===== config.mk =====
export PLATFORM = sky130hd
export DESIGN_NAME = msp_response_frame_parser
export DESIGN_NICKNAME = d
export VERILOG_FILES = /design/src/hdl/msprfp_pkg.sv /design/src/hdl/msp_response_frame_parser.sv /design/src/hdl/msprfp_core.sv /design/src/hdl/msprfp_out_stage.sv
export SDC_FILE = /design/constraint.sdc
export NUM_CORES = 1
export LEC_CHECK = 0
export ABC_AREA = 1
export BUFFER_PORTS_ARGS = -buffer_cell sky130_fd_sc_hd__buf_2
export CAP_MARGIN = 20
export CORE_MARGIN = 2
export CORE_UTILIZATION = 62
export CTS_CLUSTER_DIAMETER = 30
export DETAILED_ROUTE_END_ITERATION = 8
export GPL_TIMING_DRIVEN = 0
export PLACE_DENSITY = 0.88
export SETUP_SLACK_MARGIN = 0.5
export SLEW_MARGIN = 20
export SYNTH_ARGS = -nofsm -noshare
export SYNTH_HDL_FRONTEND = slang
export SYNTH_SLANG_ARGS = --single-unit

===== constraint.sdc =====
create_clock -name clk -period 4.6 [get_ports clk]
set_input_delay 0.46 -clock clk [delete_from_list [all_inputs] [get_ports clk]]
set_output_delay 0.46 -clock clk [all_outputs]
set_load 0.005 [all_outputs]

===== src/hdl/msprfp_pkg.sv =====
// Shared types and constants for the MSP response frame parser.
package msprfp_pkg;

  // Ceiling on the payload index limit
  localparam logic [7:0] PAYLOAD_LIMIT_MAX = 8'd64;

  // Header characters
  localparam logic [7:0] CH_DOLLAR = 8'h24;  // '$'
  localparam logic [7:0] CH_M      = 8'h4D;  // 'M'
  localparam logic [7:0] CH_GT     = 8'h3E;  // '>'

  // Configuration register indexes
  localparam logic CFG_EXPECTED_COMMAND = 1'b0;
  localparam logic CFG_MAX_PAYLOAD      = 1'b1;

  // Result kinds
  localparam logic [1:0] KIND_PAYLOAD = 2'd0;
  localparam logic [1:0] KIND_OK      = 2'd1;
  localparam logic [1:0] KIND_BAD     = 2'd2;

  // Parser phases; the spare code behaves as PH_SKIP
  typedef enum logic [2:0] {
    PH_DOLLAR = 3'd0,
    PH_M      = 3'd1,
    PH_GT     = 3'd2,
    PH_LEN    = 3'd3,
    PH_CMD    = 3'd4,
    PH_BODY   = 3'd5,
    PH_SKIP   = 3'd6
  } phase_t;

  // One result beat
  typedef struct packed {
    logic [1:0] kind;
    logic [7:0] payload_byte;
    logic [7:0] payload_index;
    logic [7:0] frame_length;
    logic       last;
  } result_t;

endpackage


===== src/hdl/msp_response_frame_parser.sv =====
// MSP response frame parser top level: config, input register, core, output register.
//
//  channel  | direction | handshake                   | beat
//  byte     | in        | byte_valid / byte_stall     | data_byte, datagram_end
//  result   | out       | result_valid / result_stall | result_kind, payload_byte,
//           |           |                             | payload_index, frame_length, last
//  cfg      | in        | cfg_write                   | cfg_index, cfg_data
//
// One byte per cycle sustained while result_stall does not hold it; a byte
// goes from the input register through parser logic into the result register.
// rst is synchronous: parser goes to hunting for '$', expected_command to 0,
// max_payload to 64. A stalled result holds the result register; the byte in
// the input register then waits if it yields a result, and byte_stall rises.
module msp_response_frame_parser import msprfp_pkg::*; (
  input  logic       clk,
  input  logic       rst,
  input  logic       byte_valid,
  output logic       byte_stall,
  input  logic [7:0] data_byte,
  input  logic       datagram_end,
  output logic       result_valid,
  input  logic       result_stall,
  output logic [1:0] result_kind,
  output logic [7:0] payload_byte,
  output logic [7:0] payload_index,
  output logic [7:0] frame_length,
  output logic       last,
  input  logic       cfg_write,
  input  logic       cfg_index,
  input  logic [7:0] cfg_data
);

  logic [7:0] expected_command;
  logic [6:0] max_payload;
  logic       in_full;
  logic [7:0] in_data;
  logic       in_dend;
  logic       step;
  logic       accept;
  logic       res_valid;
  result_t    res;
  logic       out_free;

  // Configuration registers
  always_ff @(posedge clk) begin
    if (rst) begin
      expected_command <= '0;
      max_payload      <= 7'd64;
    end else if (cfg_write) begin
      case (cfg_index)
        CFG_EXPECTED_COMMAND: expected_command <= cfg_data;
        CFG_MAX_PAYLOAD:      max_payload      <= cfg_data[6:0];
        default: begin
        end
      endcase
    end
  end

  // Input byte leaves its register when its result, if any, has room
  assign step       = in_full && (!res_valid || out_free);
  assign byte_stall = in_full && !step;
  assign accept     = byte_valid && !byte_stall;

  // Input register
  always_ff @(posedge clk) begin
    if (rst) begin
      in_full <= 1'b0;
    end else if (accept) begin
      in_full <= 1'b1;
    end else if (step) begin
      in_full <= 1'b0;
    end
  end

  always_ff @(posedge clk) begin
    if (accept) begin
      in_data <= data_byte;
      in_dend <= datagram_end;
    end
  end

  msprfp_core u_core (
    .clk              (clk),
    .rst              (rst),
    .step             (step),
    .data             (in_data),
    .dend             (in_dend),
    .expected_command (expected_command),
    .max_payload      (max_payload),
    .res_valid        (res_valid),
    .res              (res)
  );

  msprfp_out_stage u_out (
    .clk           (clk),
    .rst           (rst),
    .load          (step && res_valid),
    .res           (res),
    .result_stall  (result_stall),
    .free          (out_free),
    .result_valid  (result_valid),
    .result_kind   (result_kind),
    .payload_byte  (payload_byte),
    .payload_index (payload_index),
    .frame_length  (frame_length),
    .last          (last)
  );

endmodule


===== src/hdl/msprfp_core.sv =====
// Frame parser state and the per-byte result logic.
module msprfp_core import msprfp_pkg::*; (
  input  logic          clk,
  input  logic          rst,
  input  logic          step,
  input  logic [7:0]    data,
  input  logic          dend,
  input  logic [7:0]    expected_command,
  input  logic [6:0]    max_payload,
  output logic          res_valid,
  output result_t       res
);

  phase_t     parse_phase, parse_phase_next;
  logic [7:0] declared_length, declared_length_next;
  logic [7:0] frame_command, frame_command_next;
  logic [7:0] bytes_taken, bytes_taken_next;
  logic [7:0] running_check, running_check_next;
  logic [7:0] limit;
  logic       cmd_match;

  // Clamp the configured limit
  assign limit = ({1'b0, max_payload} > PAYLOAD_LIMIT_MAX) ? PAYLOAD_LIMIT_MAX
                                                           : {1'b0, max_payload};
  assign cmd_match = (frame_command == expected_command);

  // Next state and result for the byte in the input register
  always_comb begin
    parse_phase_next     = parse_phase;
    declared_length_next = declared_length;
    frame_command_next   = frame_command;
    bytes_taken_next     = bytes_taken;
    running_check_next   = running_check;
    res_valid            = 1'b0;
    res                  = '0;
    res.frame_length     = declared_length;

    case (parse_phase)
      PH_DOLLAR: begin
        parse_phase_next = (data == CH_DOLLAR) ? PH_M : PH_DOLLAR;
      end
      PH_M: begin
        parse_phase_next = (data == CH_M) ? PH_GT : PH_DOLLAR;
      end
      PH_GT: begin
        parse_phase_next = (data == CH_GT) ? PH_LEN : PH_DOLLAR;
      end
      PH_LEN: begin
        declared_length_next = data;
        running_check_next   = data;
        bytes_taken_next     = '0;
        parse_phase_next     = PH_CMD;
      end
      PH_CMD: begin
        frame_command_next = data;
        running_check_next = running_check ^ data;
        parse_phase_next   = PH_BODY;
      end
      PH_BODY: begin
        if (bytes_taken < declared_length) begin
          running_check_next = running_check ^ data;
          if (cmd_match && (bytes_taken < limit)) begin
            res_valid         = 1'b1;
            res.kind          = KIND_PAYLOAD;
            res.payload_byte  = data;
            res.payload_index = bytes_taken;
          end
          bytes_taken_next = bytes_taken + 8'd1;
        end else begin
          if (cmd_match) begin
            res_valid = 1'b1;
            res.kind  = (running_check == data) ? KIND_OK : KIND_BAD;
            res.last  = 1'b1;
          end
          parse_phase_next = PH_SKIP;
        end
      end
      default: begin
        // skip to end of datagram
      end
    endcase

    // Datagram end drops any frame in progress
    if (dend) begin
      parse_phase_next     = PH_DOLLAR;
      declared_length_next = '0;
      frame_command_next   = '0;
      bytes_taken_next     = '0;
      running_check_next   = '0;
    end
  end

  // Parser state registers
  always_ff @(posedge clk) begin
    if (rst) begin
      parse_phase     <= PH_DOLLAR;
      declared_length <= '0;
      frame_command   <= '0;
      bytes_taken     <= '0;
      running_check   <= '0;
    end else if (step) begin
      parse_phase     <= parse_phase_next;
      declared_length <= declared_length_next;
      frame_command   <= frame_command_next;
      bytes_taken     <= bytes_taken_next;
      running_check   <= running_check_next;
    end
  end

  // End results carry a checksum verdict, never a payload kind
  a_end_kind: assert property (@(posedge clk) disable iff (rst)
    res_valid && res.last |-> (res.kind == KIND_OK) || (res.kind == KIND_BAD))
    else $error("end result with payload kind");

  // Payload results stay under the clamped limit
  a_pay_limit: assert property (@(posedge clk) disable iff (rst)
    res_valid && !res.last |-> (res.payload_index < limit))
    else $error("payload index beyond limit");

  // A datagram end always leaves the parser hunting with a clean count
  a_dend_clear: assert property (@(posedge clk) disable iff (rst)
    step && dend |=> (parse_phase == PH_DOLLAR) && (bytes_taken == 8'd0)
                     && (running_check == 8'd0))
    else $error("datagram end did not clear parser");

  // Only the body phase yields results
  a_res_phase: assert property (@(posedge clk) disable iff (rst)
    res_valid |-> (parse_phase == PH_BODY))
    else $error("result outside body phase");

endmodule


===== src/hdl/msprfp_out_stage.sv =====
// Output result register with valid/stall handshake.
module msprfp_out_stage import msprfp_pkg::*; (
  input  logic          clk,
  input  logic          rst,
  input  logic          load,
  input  result_t       res,
  input  logic          result_stall,
  output logic          free,
  output logic          result_valid,
  output logic [1:0]    result_kind,
  output logic [7:0]    payload_byte,
  output logic [7:0]    payload_index,
  output logic [7:0]    frame_length,
  output logic          last
);

  result_t held;

  // Register may take a new beat when empty or being drained
  assign free = !result_valid || !result_stall;

  // Valid flag
  always_ff @(posedge clk) begin
    if (rst) begin
      result_valid <= 1'b0;
    end else if (load) begin
      result_valid <= 1'b1;
    end else if (!result_stall) begin
      result_valid <= 1'b0;
    end
  end

  // Payload
  always_ff @(posedge clk) begin
    if (load) begin
      held <= res;
    end
  end

  assign result_kind   = held.kind;
  assign payload_byte  = held.payload_byte;
  assign payload_index = held.payload_index;
  assign frame_length  = held.frame_length;
  assign last          = held.last;

endmodule


# Word level (Yosys, flattened, before mapping)
# Index checks and enable logic that the tools add are counted.
op_classes:
  muxes: 28
  n_eq_ne: 13
  reduce_logical: 28
  bitwise: 3
  n_addsub: 1
  magnitude_cmp: 3
op_table:
  columns: ["operator", "n"]
  rows:
  - ["8-bit two-way mux", 8]
  - ["8-bit case mux with 3 select lines", 1]
  - ["3-bit case mux with 6 select lines", 1]
  - ["8-bit by 6-bit equality test with 1-bit output, second input constant", 2]
  - ["8-bit equality test", 2]
  - ["8-bit < comparator", 2]
  - ["8-bit case mux with 2 select lines", 1]
  - ["3-bit AND reduction", 4]
  - ["2-bit two-way mux", 5]
  - ["1-bit two-way mux", 9]
  - ["8-bit by 1-bit adder with 8-bit output, second input constant", 1]
  - ["8-bit by 7-bit equality test with 1-bit output, second input constant", 1]
  - ["2-bit AND reduction", 4]
  - ["8-bit bitwise XOR", 1]
  - ["7-bit > comparator, second input constant", 1]
  - ["7-bit two-way mux", 1]
  - ["7-bit nonzero test", 1]
  - ["3-bit by 2-bit equality test with 1-bit output, second input constant", 2]
  - ["3-bit equality test, second input constant", 2]
  - ["3-bit two-way mux", 2]
  - ["2-bit nonzero test", 3]
  - ["1-bit logical AND", 5]
  - ["1-bit logical NOT", 5]
  - ["4-bit nonzero test", 1]
  - ["9 further kinds", 11]
word_totals:
  ff_bits: 88
  in_bits: 23
  out_inout_bits: 29
  word_cells: 92

# Logic depth before layout (Yosys ltp)
# Gate-level depths: netlist of the first run.
depth:
  depth_word: 15
  ltp_mapped: 18
  mapped_depth_nobuf: 17

# Modules after synthesis
# From an unflattened synthesis of the first run, not the netlist that was laid out.
unflattened:
  cells_unflattened: 525
  area_unflattened_um2: 4347.9
by_module_without_submodules:
  columns: ["module", "seq_area_each_um2", "area_each_um2", "cells_each", "instances"]
  rows:
  - ["msprfp_core", 700.7, 2526.2, 390, 1]
  - ["msp_response_frame_parser", 590.6, 972.2, 104, 1]
  - ["msprfp_out_stage", 830.8, 849.6, 31, 1]

# Worst setup path after synthesis of the first run
# No wires, ideal clock.
synth_timing:
  kind: "register -> register"
  startpoint: "register max_payload[4]"
  endpoint: "register u_out.held, in the netlist u_out.frame_length[0], enable pin"
  path_stages_with_launch: 13
  synth_period_minus_slack_ns: 2.528
  t_required_ns: 4.218
  arrival_time_ns: 2.146
  slack_ns: 2.072
  path_buffers: 0
  setup_time_ns: 0.382
  path_cell_list: "dfxtp_1 > nor2_1 > nand3_1 > nand2_1 > nand2_1 > ha_1 > a21oi_1 > o21ai_0 > nor3_2 > nand2_2 > nand2_4 > nand3_1 > inv_1"
synth_via:
  elab_chain_cells: 11
synth_rtl:
  columns: ["element", "line", "text"]
  rows:
  - ["from (decl)", "msp_response_frame_parser.sv:34", "logic [6:0] max_payload;"]
  - ["from (signal assigned)", "msp_response_frame_parser.sv:52", "CFG_MAX_PAYLOAD: max_payload <= cfg_data[6:0];"]
  - ["7-bit > comparator", "msprfp_core.sv:23", "assign limit = ({1'b0, max_payload} > PAYLOAD_LIMIT_MAX) ? PAYLOAD_LIMIT_MAX"]
  - ["7-bit two-way mux (*)", "msprfp_core.sv:23", null]
  - ["8-bit < comparator (*)", "msprfp_core.sv:62", "if (cmd_match && (bytes_taken < limit)) begin"]
  - ["1-bit logical AND (*)", "msprfp_core.sv:62", null]
  - ["1-bit two-way mux (*)", "msprfp_core.sv:62", null]
  - ["1-bit two-way mux (*)", "msprfp_core.sv:60", "if (bytes_taken < declared_length) begin"]
  - ["1-bit two-way mux (*)", "msprfp_core.sv:38", "case (parse_phase)"]
  - ["1-bit logical NOT", "msp_response_frame_parser.sv:60", "assign step = in_full && (!res_valid || out_free);"]
  - ["1-bit logical OR", "msp_response_frame_parser.sv:60", null]
  - ["1-bit logical AND", "msp_response_frame_parser.sv:60", null]
  - ["1-bit logical AND (*)", "msp_response_frame_parser.sv:97", ".load (step && res_valid),"]
  - ["named net u_out.load", "msprfp_out_stage.sv:5", "input logic load,"]
  - ["to (signal assigned)", "msprfp_out_stage.sv:36", "held <= res;"]
  - ["to (decl)", "msprfp_out_stage.sv:17", "result_t held;"]
# Mark *: on every way through the listed nets, which the timed path passes. The rest lies on a longest branch.
# A chain may end at the register's enable or synchronous reset.

# Worst setup path in the final report of the first run
layout_timing:
  startpoint: "register max_payload[2]"
  endpoint: "register u_out.held, in the netlist u_out.frame_length[1], enable pin"
# Same word-level chain as after synthesis.

==> flow_summary.json, run 1 <==
{
  "dr_total_vias": 4000,
  "required_ps": 4580,
  "p_comb_frac": 0.147,
  "p_clk_frac": 0.323,
  "clock_sinks": 88,
  "crit_slowest_cell": "inv_1",
  "drc": 0,
  "cpPeakStageDelay_ps": 760,
  "synth_top_area_share": 0.239,
  "final_common_cell": "nand2_1",
  "start_util": 0.633,
  "final_cell_mix": "nand2_1, nor2_1, inv_1",
  "fin_skew_ps": 9.86,
  "tns_ps": 0,
  "status": "complete, no violations",
  "min_to": "u_out.result_valid",
  "setup_viol": 0,
  "clkTransAtPathRegs_ps": 90,
  "die_y_um": 89.4,
  "p_sw_w": 0.000471,
  "grt_pass1_wl_um": 15700,
  "grt.total_usage": 0.256,
  "grt_max_degree": 28,
  "drive_above_1_share": 0.145,
  "wl_um": 9800,
  "syn-num-nets": 617,
  "cts_setup_buffers": 0,
  "max_freq_mhz": 338,
  "die_area_um2": 7980,
  "hold_viol": 0,
  "rows": 31,
  "place_congestion": 0.929,
  "cts_tree": "yes",
  "syn_to_final_growth_pct": 12.7,
  "cts_inserted_buffers": 9,
  "n_antenna_cell": 0,
  "reg2reg_depth": 12,
  "finalCriticalPeriod_ps": 2960,
  "netlist_instances": 580,
  "die_w_um": 89.4,
  "critPathKind": "reg -> reg",
  "rrSetupSlack_ps": 1640,
  "placedInstanceArea_um2": 4900,
  "path_buf_inv": 1,
  "ys_seq_elements": 88,
  "hold_class": "in -> reg",
  "ys.flop_type": "dfxtp_1",
  "dr.pass1.iters": 6,
  "cts_max_path_buffers": 2,
  "syn-cell-area_um2": 4520,
  "syn_avg_cell_area_um2": 7.79,
  "path_max_fanout": 27,
  "root_buffer": "clkbuf_8",
  "vias_per_cell": 5.36,
  "synth_edf_count": 36,
  "synth_largest_area_cell": "edfxtp_1",
  "wl_per_cell_um": 13.1,
  "p_int_w": 0.00118,
  "switching_share": 0.284,
  "first_iter_violations": 346,
  "seq_area_frac_synth": 0.470,
  "end_kind": "flip-flop",
  "synth_area_leaders": "edfxtp_1, dfxtp_1, nand2_1",
  "antenna_found_initial": 0,
  "yosysWarnings": 0,
  "io_buffers": 51,
  "htree_levels": 3,
  "num_io_pins": 52,
  "p_leak_nw": 2.34,
  "antenna_left": 0,
  "slew_violations": 0,
  "clkLatencyLatePin_ps": 360,
  "path_delay_family": "simple AND/OR/NAND/NOR gates",
  "max_slew_margin": 0.333,
  "worstHoldPathCells": 2,
  "final_nets": 679,
  "power_frac_seq": 0.530,
  "powerDensity_nw_per_um2": 325,
  "worstMarginPinSlew_ps": 1000,
  "grt_pass1_vias": 3421,
  "fin_area_um2": 5090,
  "async_flop_share": 0,
  "critPathLaunchType": "flip-flop",
  "cts_resized": 0,
  "rsz0062_at_grt": "false",
  "period_share": 0.644,
  "drv_cap": 0,
  "arrival_ps": 2950,
  "rr_startpoint": "max_payload[2]",
  "min_from": "rst",
  "synth.distinct_cells": 39,
  "post-dp-hpwl_um": 7310,
  "cp_cell_sequence": "nor2_1 > nand3_1 > nand2_1 > nand2_1 > ha_1 > a21oi_1 > o21ai_0 > nor3_2 > nand2_2 > nand2_4 > nand3_1 > inv_1",
  "coreArea_um2": 7140,
  "ctsHoldBuffers": 0,
  "grt-ovfl-total": 0,
  "vdd_drop_max_uv": 292,
  "r2r-end": "u_out.frame_length[1]"
}
==> final cells by class <==
class	instances	area [um^2]
sequential	88	2120
fill	608	2050
multi-input combinational	381	1950
inverter	95	357
timing repair buffer	51	255
clock buffer	10	128
tap	99	124
buffer	16	85.1
clock inverter	6	67.6
==> worst max-delay path by stage <==
| stage | startpoint | endpoint | slack, ps | cells past startpoint |
|---|---|---|---|---|
| 6_report | max_payload[2] | u_out.frame_length[1] | 1640 | 12 |
| 5_1_grt | max_payload[4] | u_out.frame_length[1] | 1320 | 12 |
| 4_1_cts | max_payload[4] | u_out.frame_length[1] | 1600 | 12 |
| 3_5_place_dp | max_payload[4] | u_out.payload_byte[2] | 1630 | 12 |
| 3_3_place_gp | max_payload[2] | u_out.payload_byte[2] | 1730 | 12 |
| 2_1_floorplan | max_payload[4] | u_out.frame_length[0] | 2070 | 12 |
==> state kept, by name, summed over array words and instances, names as in the netlist, 2 cells and up <==
name,cells
in_data,8
u_out.payload_index,8
u_core.parse_phase,3
u_core.declared_length,8
u_out.frame_length,8
max_payload,7
u_core.running_check,8
u_out.payload_byte,8
expected_command,8
u_core.frame_command,8
u_core.bytes_taken,8
u_out.result_kind,2
==> layer usage <==
metal | global-route usage | part of all wire
met5 | 0 | 0
met2 | 0.397 | 0.46
met3 | 0.0388 | 0.064
met4 | 0.147 | 0.041
met1 | 0.342 | 0.43
==> synthesized netlist by cell type, types with 2 or more instances <==
cell type,count
nand2_1,128
nor2_1,107
inv_1,90
dfxtp_1,52
edfxtp_1,36
nand4_1,34
o21ai_0,24
ha_1,14
a21oi_1,11
clkbuf_1,10
nand3_1,10
xnor2_1,9
inv_2,5
nor3_1,5
o211ai_1,5
nand2_2,4
buf_6,3
nand3_2,3
a21oi_4,2
buf_2,2
nand3_4,2
nand3b_1,2
nor4_1,2
o21a_1,2
o22ai_1,2
o31ai_1,2
xor2_1,2
==> logic make-up after synthesis <==
logic type                 Yosys count  share of synthesized area
adders and majority gates           14                     0.0388
xor gates and xnor gates            11                     0.0213
AOI/OAI and AO/OA                   52                     0.0720
DFF                                 88                      0.470
other                                1                   0.000830
and+or+nand+nor                    303                      0.299
buffers and inverters              111                     0.0978
==> power by group through the flow <==
stage	logic, W	registers, W	clock network, W
6_report	0.000244	0.000877	0.000534
2_1_floorplan	0.000185	0.000883	0
3_3_place_gp	0.000231	0.000892	0
4_1_cts	0.000241	0.000876	0.000541
5_1_grt	0.000276	0.000880	0.000567
3_5_place_dp	0.000238	0.000894	0
==> stage by stage <==
step | power [W] | hold slack, ps | utilization | instances | setup slack (ps)
6_report | 0.00165 | 253 | 0.713 | 746 | 1640
5_1_grt | 0.00172 | 243 | 0.713 | 746 | 1320
4_1_cts | 0.00166 | 246 | 0.713 | 746 | 1600
3_5_place_dp | 0.00113 | 420 | 0.686 | 730 | 1630
3_3_place_gp | 0.00112 | 414 | 0.686 | 730 | 1730
2_1_floorplan | 0.00107 | 408 | - | 580 | 2070
(Power assumes the default switching activity.)
==> inputs of run 2 (changes only) <==
--- a/config.mk
+++ b/config.mk
@@ -9,11 +9,11 @@
 export BUFFER_PORTS_ARGS = -buffer_cell sky130_fd_sc_hd__buf_2
 export CAP_MARGIN = 20
 export CORE_MARGIN = 2
-export CORE_UTILIZATION = 62
+export CORE_UTILIZATION = 58
 export CTS_CLUSTER_DIAMETER = 30
 export DETAILED_ROUTE_END_ITERATION = 8
 export GPL_TIMING_DRIVEN = 0
-export PLACE_DENSITY = 0.88
+export PLACE_DENSITY = 0.83
 export SETUP_SLACK_MARGIN = 0.5
 export SLEW_MARGIN = 20
 export SYNTH_ARGS = -nofsm -noshare
==> constraint.sdc (replaced) <==
create_clock -name clk -period 2.9 [get_ports clk]
set_input_delay 0.29 -clock clk [delete_from_list [all_inputs] [get_ports clk]]
set_output_delay 0.29 -clock clk [all_outputs]
set_load 0.005 [all_outputs]
==> run 2 against run 1 <==
  * Sequential power up 58%
  * First-iteration DRC count down 29%
  * Register-to-register slack worse by 1100 ps
  * Die area up 6.6%
==> flow_summary.json, run 2 (synthesis results as in run 1) <==
{
  "worstMarginPinSlew_ps": 865,
  "path_max_fanout": 5,
  "finalCriticalPeriod_ps": 2400,
  "critPathLaunch": "max_payload[2]",
  "place_congestion": 0.911,
  "numPlacedInstances": 733,
  "grt_max_degree": 15,
  "end_kind": "output pin",
  "start_util": 0.591,
  "coreArea_um2": 7650,
  "htree_levels": 3,
  "antenna_left": 0,
  "critPathLaunchType": "flip-flop",
  "status": "complete, no violations",
  "cp_cell_sequence": "nor2_1 > nand3_1 > nand2_2 > nand2_2 > ha_4 > a21oi_2 > o21ai_2 > nor3_2 > nand2_2 > nand2_4 > nand3_4 > inv_2 > buf_6",
  "post-dp-hpwl_um": 7270,
  "dr_total_vias": 3926,
  "max_slew_margin": 0.418,
  "cpMostUsedCell": "nand2_2",
  "reg2reg_depth": 14,
  "die_w_um": 92.2,
  "clkTransAtPathRegs_ps": 80,
  "drv_cap": 0,
  "nFillCells": 612,
  "die_area_um2": 8510,
  "min_from": "rst",
  "arrival_ps": 2110,
  "wl_um": 10100,
  "antenna_found_initial": 0,
  "first_iter_violations": 247,
  "grt_pass1_vias": 3609,
  "vdd_drop_max_uv": 294,
  "clock_sinks": 88,
  "p_leak_nw": 2.42,
  "setup_viol": 0,
  "final_nets": 689,
  "die_y_um": 92.2,
  "rr_startpoint": "max_payload[2]",
  "max_freq_mhz": 417,
  "grt-ovfl-total": 0,
  "num_io_pins": 52,
  "rows": 32,
  "whs_ps": 86.2,
  "io_buffers": 51,
  "n_antenna_cell": 0,
  "syn_to_final_growth_pct": 17.3,
  "clkLatencyLatePin_ps": 370,
  "cts_max_path_buffers": 2,
  "powerDensity_nw_per_um2": 506,
  "dr.pass1.iters": 7,
  "hold_viol": 0,
  "vias_per_cell": 5.17,
  "crit_slowest_cell": "dfxtp_2",
  "cts_tree": "yes",
  "grt_pass1_wl_um": 16600,
  "cpPeakStageDelay_ps": 340,
  "ctsHoldBuffers": 0,
  "root_buffer": "clkbuf_8",
  "instances_no_fill": 759,
  "hold_class": "in -> reg",
  "grt.total_usage": 0.249,
  "wl_per_cell_um": 13.3,
  "critPathKind": "reg -> out",
  "period_share": 0.826,
  "fin_skew_ps": 12.5,
  "required_ps": 2610,
  "cts_inserted_buffers": 9,
  "tns_ps": 0,
  "rsz0062_at_grt": "true",
  "drive_above_1_share": 0.177,
  "final_common_cell": "nand2_1",
  "worstHoldPathCells": 2,
  "slew_violations": 0,
  "final_cell_mix": "nand2_1, nor2_1, inv_1",
  "drc": 0
}
-- run 2: path summary, 6_finish.rpt --
check	end	slack, ps
setup / recovery	byte_stall	500
hold / removal	u_out.result_valid	90
setup reg to reg	u_out.frame_length[2]	550
hold reg to reg	u_out.frame_length[0]	440
-- run 2: area by class of cell --
class,count,area (um^2),area share
Clock inverter,2,36.3,0.00685
Timing Repair inverter,1,7.51,0.00142
Clock buffer,14,174,0.0328
Timing Repair Buffer,60,372,0.0701
Buffer,16,86.3,0.0163
Tap cell,102,128,0.0241
Inverter,95,360,0.0680
Sequential cell,88,2130,0.401
Multi-Input combinational cell,381,2010,0.379
-- run 2: what timing repair did --
item	4_1_cts	5_1_grt
endpoints found under the setup margin	35	47
cloned	1	1
pin swaps	2	2
resized for setup	11	10
buffers inserted	4	4
hold endpoints to repair	0	0
-- run 2: worst max-delay path: cells and delay by family (launching register included) --
family,cells,cell delay [ps]
AND/OR/NAND/NOR,8,820
flip-flops,1,340
adder cells (fa/ha/maj),1,220
AO/OA/AOI/OAI,2,200
buffers and inverters,2,170
-- run 2: stage by stage --
step	cell area, um^2	worst slack (ps)	total power (W)	util
2_1_floorplan	4520	583	0.00169	-
3_3_place_gp	4900	293	0.00178	0.641
3_5_place_dp	4900	248	0.00180	0.641
4_1_cts	5200	502	0.00267	0.680
5_1_grt	5300	379	0.00279	0.693
6_report	5300	504	0.00268	0.693
-- run 2: power by group --
group	total [W]	leakage [nW]	switching [W]	internal (W)
sequential	0.00139	0.770	0.0000523	0.00134
clock	0.000892	0.106	0.000416	0.000476
combinational	0.000398	1.54	0.000256	0.000142
-- run 2: metal layers --
layer  vias up  GRT usage  part of all wire
met5         -          0                 0
met4         0      0.108             0.023
met3        21     0.0460             0.060
met2       143      0.406              0.48
met1      1763      0.326              0.44
li1       1999          -                 -
